## src/rtl/sti_pkg.sv

```systemverilog
// Package for the segment table insert block: types, constants, helpers.
// No dependencies.
`timescale 1ns / 1ps
`default_nettype none
package sti_pkg;
    localparam int NUM_GROUPS_DEF = 32;
    localparam int GROUP_WAYS_DEF = 8;
    localparam int ESID_W = 36;
    localparam int VSID_W = 52;
    localparam int IDX_W = 8;
    localparam int CNT_W = 8;
    localparam logic [ESID_W-1:0] THRESH_RESET = 36'hC00000000;
    localparam logic [CNT_W-1:0] CNT_MAX = 8'hFF;

    localparam logic [1:0] ACT_INSERT = 2'd0;
    localparam logic [1:0] ACT_FLUSH = 2'd1;
    localparam logic [1:0] ACT_READ = 2'd2;
    localparam logic [1:0] ACT_UNUSED = 2'd3;

    typedef enum logic [3:0] {
        S_IDLE,
        S_PRIM_RD,
        S_PRIM_CHK,
        S_SEC_RD,
        S_SEC_CHK,
        S_RING_RD,
        S_RING_CHK,
        S_WRITE,
        S_FL_RD,
        S_FL_CHK,
        S_RD_RD,
        S_RD_OUT,
        S_DONE
    } t_state;

    // controller -> datapath
    typedef struct packed {
        logic load;       // capture input item
        logic prim_scan;  // scan primary group way by way
        logic sec_scan;
        logic ring_scan;
        logic fl_scan;
        logic rd_issue;
        logic step;       // advance scan counter
        logic wr_new;     // write the new entry at chosen slot
        logic fl_clear;   // clear valid bit of current flush slot
        logic emit;       // drive result strobe
        logic castout;
    } t_cmd;

    // datapath -> controller
    typedef struct packed {
        logic cur_valid;  // valid bit at current address
        logic cur_ok;     // castout rule holds for entry read
        logic cur_flush;  // entry should be flushed
        logic last;       // scan counter at last position
    } t_status;

    function automatic logic castout_ok(input logic [ESID_W-1:0] esid);
        return (esid[ESID_W-1:32] == '0) || (esid[31:0] != '0);
    endfunction
endpackage
`default_nettype wire

```

## src/rtl/sti_ctrl.sv

```systemverilog
// Controller state machine for the segment table insert block.
// Depends on sti_pkg.
`timescale 1ns / 1ps
`default_nettype none
module sti_ctrl
    import sti_pkg::*;
(
    input  wire     i_clk,
    input  wire     i_rst_n,
    input  wire     i_start,
    input  wire [1:0] i_action,
    input  t_status i_status,
    output t_cmd    o_cmd,
    output logic    o_busy
);
    t_state r_state, n_state;

    always_ff @(posedge i_clk) begin
        if (!i_rst_n) begin
            r_state <= S_IDLE;
        end else begin
            r_state <= n_state;
        end
    end

    always_comb begin
        n_state = r_state;
        case (r_state)
            S_IDLE: begin
                if (i_start) begin
                    case (i_action)
                        ACT_INSERT: n_state = S_PRIM_RD;
                        ACT_FLUSH: n_state = S_FL_RD;
                        ACT_READ: n_state = S_RD_RD;
                        default: n_state = S_DONE;
                    endcase
                end
            end
            S_PRIM_RD: n_state = S_PRIM_CHK;
            S_PRIM_CHK: begin
                if (!i_status.cur_valid) n_state = S_WRITE;
                else if (i_status.last) n_state = S_SEC_RD;
                else n_state = S_PRIM_RD;
            end
            S_SEC_RD: n_state = S_SEC_CHK;
            S_SEC_CHK: begin
                if (!i_status.cur_valid) n_state = S_WRITE;
                else if (i_status.last) n_state = S_RING_RD;
                else n_state = S_SEC_RD;
            end
            S_RING_RD: n_state = S_RING_CHK;
            S_RING_CHK: begin
                if (i_status.cur_ok || i_status.last) n_state = S_WRITE;
                else n_state = S_RING_RD;
            end
            S_WRITE: n_state = S_IDLE;
            S_FL_RD: n_state = S_FL_CHK;
            S_FL_CHK: n_state = i_status.last ? S_DONE : S_FL_RD;
            S_RD_RD: n_state = S_RD_OUT;
            S_RD_OUT: n_state = S_IDLE;
            S_DONE: n_state = S_IDLE;
            default: n_state = S_IDLE;
        endcase
    end

    always_comb begin
        o_cmd = '0;
        o_busy = (r_state != S_IDLE);
        case (r_state)
            S_IDLE: begin
                o_cmd.load = i_start;
            end
            S_PRIM_RD: begin
                o_cmd.prim_scan = 1'b1;
            end
            S_PRIM_CHK: begin
                o_cmd.prim_scan = 1'b1;
                o_cmd.step = i_status.cur_valid;
            end
            S_SEC_RD: begin
                o_cmd.sec_scan = 1'b1;
            end
            S_SEC_CHK: begin
                o_cmd.sec_scan = 1'b1;
                o_cmd.step = i_status.cur_valid;
            end
            S_RING_RD: begin
                o_cmd.ring_scan = 1'b1;
            end
            S_RING_CHK: begin
                o_cmd.ring_scan = 1'b1;
                o_cmd.step = !(i_status.cur_ok || i_status.last);
                o_cmd.castout = 1'b1;
            end
            S_WRITE: begin
                o_cmd.wr_new = 1'b1;
                o_cmd.emit = 1'b1;
            end
            S_FL_RD: begin
                o_cmd.fl_scan = 1'b1;
            end
            S_FL_CHK: begin
                o_cmd.fl_scan = 1'b1;
                o_cmd.fl_clear = i_status.cur_flush;
                o_cmd.step = 1'b1;
            end
            S_RD_RD: begin
                o_cmd.rd_issue = 1'b1;
            end
            S_RD_OUT: o_cmd.emit = 1'b1;
            S_DONE: o_cmd.emit = 1'b1;
            default: o_cmd = '0;
        endcase
    end

`ifndef ASSERT_OFF
    a_write_from_check: assert property (@(posedge i_clk) disable iff (!i_rst_n)
        (r_state == S_WRITE) |-> ($past(r_state) == S_PRIM_CHK ||
        $past(r_state) == S_SEC_CHK || $past(r_state) == S_RING_CHK))
        else $error("write entered from a non-check state");
    a_emit_ends: assert property (@(posedge i_clk) disable iff (!i_rst_n)
        o_cmd.emit |=> !o_cmd.emit)
        else $error("two results in a row");
    a_load_idle: assert property (@(posedge i_clk) disable iff (!i_rst_n)
        o_cmd.load |-> !o_busy)
        else $error("item taken while busy");
`endif
endmodule
`default_nettype wire

```

## config.mk

```make
export PLATFORM = sky130hd
export DESIGN_NAME = sti_ctrl
export DESIGN_NICKNAME = d
export VERILOG_FILES = /design/src/rtl/sti_pkg.sv /design/src/rtl/sti_ctrl.sv
export SDC_FILE = /design/constraint.sdc
export NUM_CORES = 1
export LEC_CHECK = 0
export CAP_MARGIN = 15
export CORE_AREA = 2 2 39 41
export CTS_CLUSTER_SIZE = 25
export DETAILED_ROUTE_END_ITERATION = 10
export DIE_AREA = 0 0 41 43
export DONT_BUFFER_PORTS = 1
export HOLD_SLACK_MARGIN = 0.08
export PLACE_DENSITY = 0.49
export REMOVE_ABC_BUFFERS = 1
export SLEW_MARGIN = 20
export SYNTH_ARGS = -nofsm -noshare
export SYNTH_HDL_FRONTEND = slang
export SYNTH_SLANG_ARGS = --single-unit
```

## constraint.sdc

```tcl
create_clock -name i_clk -period 1.8 [get_ports i_clk]
set_clock_uncertainty 0.1 [all_clocks]
set_input_delay 0.36 -clock i_clk [delete_from_list [all_inputs] [get_ports i_clk]]
set_output_delay 0.36 -clock i_clk [all_outputs]
set_load 0.02 [all_outputs]
```

==> impl_metrics.env <==
export IMPL_status="complete, but fails checks"
export IMPL_violations="negative setup slack"
export IMPL_wl_per_cell_um=13.9
export IMPL_instances_no_fill=93
export IMPL_synth_ff_type="dfxtp_1"
export IMPL_path_depth=4
export IMPL_finalHoldViolations=0
export IMPL_clockBufferDepth=2
export IMPL_rsz0062_at_grt="true"
export IMPL_syn_area_um2=485
export IMPL_setup_worst_path_end_class="primary output"
export IMPL_grt_use_met3_pct=1.57
export IMPL_grt_pass1_wl_mm=1.93
export IMPL_grt_antenna_before_repair=0
export IMPL_ys_warn_count=0
export IMPL_gp_congestion=0.809
export IMPL_timing_fmax_mhz=550
export IMPL_synth_seq_cells=4
export IMPL_cts_root_buf="clkbuf_4"
export IMPL_tightest_slew_ps=340
export IMPL_reg2reg_to="r_state[1]"
export IMPL_viasPerCell=5.54
export IMPL_yosysTopAreaCell="dfxtp_1"
export IMPL_maxCapViolCount=0
export IMPL_overflow=0
export IMPL_antenna_left=0
export IMPL_crit_start="r_state[2]"
export IMPL_grt_usage_pct=15.4
export IMPL_layout_nets=88
export IMPL_regMostFlops="r_state"
export IMPL_slew_limit_headroom_pct=77.2
export IMPL_cp_data_arrival_time_ps=1360
export IMPL_total_power_w=0.00133
export IMPL_drtIter0Drc=2
export IMPL_yosysMostFrequentCell="nor2_1"
export IMPL_clk_latency_ps=240
export IMPL_ir_worst_vdd_mv=0.863
export IMPL_required_ps=1340
export IMPL_power_density_nw_per_um2=1980
export IMPL_diodes=0
export IMPL_crit_buf_inv=1
export IMPL_clock_sinks=4
export IMPL_synthArstFlopShare_pct=0
export IMPL_postSynthAreaPerCell_um2=7.83
export IMPL_wl_mm=1.29
export IMPL_synth_cell_types=35
export IMPL_grt_use_met1_pct=21.5
export IMPL_grt_pass1_vias=464
export IMPL_core_area_um2=1380
export IMPL_drt_pass1_iterations=2
export IMPL_hold_buffers=0
export IMPL_yosysTopAreaCellShare_pct=16.5
export IMPL_final_setup_tns_ps=-16.6
export IMPL_die_area_um2=1760
export IMPL_post_route_period_util_pct=101
export IMPL_cts_buffers=3
export IMPL_cts_tree="yes"
export IMPL_hp_class="input pin to register"
export IMPL_synth_edf_count=0
export IMPL_cpLargestDelayFamily="flip-flops"
export IMPL_synthTopCellsByCount="nor2_1, o21ai_0, dfxtp_1"
export IMPL_period_needed_ps=1820
export IMPL_fillers=145
export IMPL_crit_fanout=8
export IMPL_layout_area_seq_um2=87.6
export IMPL_start_util_pct=35.1
export IMPL_hold_slack_ps=211
export IMPL_cp_endpoint="o_cmd[8]"
export IMPL_startpoint_type="register"
export IMPL_multi_input_area_um2=392
export IMPL_crit_type="register to primary output"
export IMPL_max_stage_delay_ps=360
export IMPL_largest_reg_flops=4
export IMPL_worstPathCellList="or2b_1 -> mux2_4 -> nor2_4 -> buf_6"
export IMPL_vias=515
export IMPL_ys_top_cells_by_area="dfxtp_1, buf_6, nor2_1"
export IMPL_reg_top3="r_state x4"
export IMPL_rows=14
export IMPL_busiest_layer="met2"
export IMPL_yosysSeqAreaShare_pct=16.5
export IMPL_area_growth_pct=38.4
export IMPL_cts_htree_levels=1
export IMPL_critPathSlowestCell="dfxtp_4"
export IMPL_p_leak_nw=0.266
export IMPL_r2r_start="r_state[0]"
export IMPL_clkTransAtPathRegs_ps=40
export IMPL_slew_violations=0
export IMPL_grt_start_max_net_pins=14
export IMPL_die_h_um=43
export IMPL_drc=0
export IMPL_reg2regPathDepth=5
export IMPL_io_buffers=0
export IMPL_drive_above_1_share_pct=53.2
export IMPL_reg2reg_slack_ps=270
export IMPL_fp_dieW_um=41
export IMPL_hpwlAfterDp_um=937
export IMPL_preCtsSetupSlack_ps=144
export IMPL_final_setup_viol_count=1
export IMPL_syn_inst=62
export IMPL_ios=21
export IMPL_met2_usage_pct=22.5
export IMPL_place_inst=86
export IMPL_fin_ws_ps=-16.6
-- cells in the final DEF (no fill, tap or decap), drive strengths merged, types with 2 or more instances in the layout --
cell / n
dfxtp: 4
and2: 2
buf: 17
nand2: 3
nor2: 9
a21oi: 3
o21ai: 5
clkbuf: 3
nor4: 2
xnor2: 2
and3: 3
inv: 3
nand2b: 3
-- report_power, final --
group	leakage (nW)	total (W)	internal, W	switching, W
Clock	0.0138	0.000117	0.0000749	0.0000416
Sequential	0.0347	0.000231	0.000139	0.0000920
Combinational	0.217	0.000980	0.000480	0.000501
Total	0.266	0.00133	0.000694	0.000634
-- cell type report --
| cell class | count | area share, % |
|---|---|---|
| inverter | 3 | 1.68 |
| tap | 16 | 2.98 |
| clock buffer | 3 | 3.35 |
| sequential | 4 | 13.0 |
| timing repair buffer | 17 | 20.7 |
| multi-input combinational | 50 | 58.3 |
-- kinds of logic (layout without fill, tap and decap cells) --
kind of cell / Yosys count / after routing / synth area share, %
buffers and inverters: 8 / 23 / 11.3
XOR/XNOR: 2 / 2 / 3.61
AO/OA/AOI/OAI: 18 / 18 / 29.1
AND/OR/NAND/NOR: 29 / 29 / 37.1
flip-flops: 4 / 4 / 16.5
multiplexers: 1 / 1 / 2.32
-- metrics by stage --
step | util [%] | instance area [µm²]
6_report | 48.6 | 672
5_1_grt | 48.6 | 672
4_1_cts | 44.8 | 621
3_5_place_dp | 40.4 | 559
3_3_place_gp | 40.4 | 559
2_1_floorplan | - | 442
-- timing repair --
| action | 4_1_cts | 5_1_grt |
|---|---|---|
| setup endpoints to repair | 6 | 5 |
| setup buffers | 2 | 2 |
| hold endpoints to repair | 0 | 0 |
| resized for setup | 11 | 9 |
| pin swaps | 1 | 1 |
-- worst min path at each step --
stage            endpoint   startpoint  slack [ps]  cells past startpoint
6_report       r_state[1]  i_action[1]         210                      2
5_1_grt        r_state[2]      i_rst_n         240                      2
4_1_cts        r_state[1]  i_action[1]         220                      2
3_5_place_dp   r_state[2]      i_rst_n         480                      2
3_3_place_gp   r_state[2]      i_rst_n         480                      2
2_1_floorplan  r_state[2]      i_rst_n         430                      2
-- layer usage --
layer  part of all wire, %  vias up
met5                     0        -
met4                  0.70        0
met3                   7.9        2
met2                    48       18
met1                    44      237
li1                      -      258
Power figures use the tool's default switching activity.
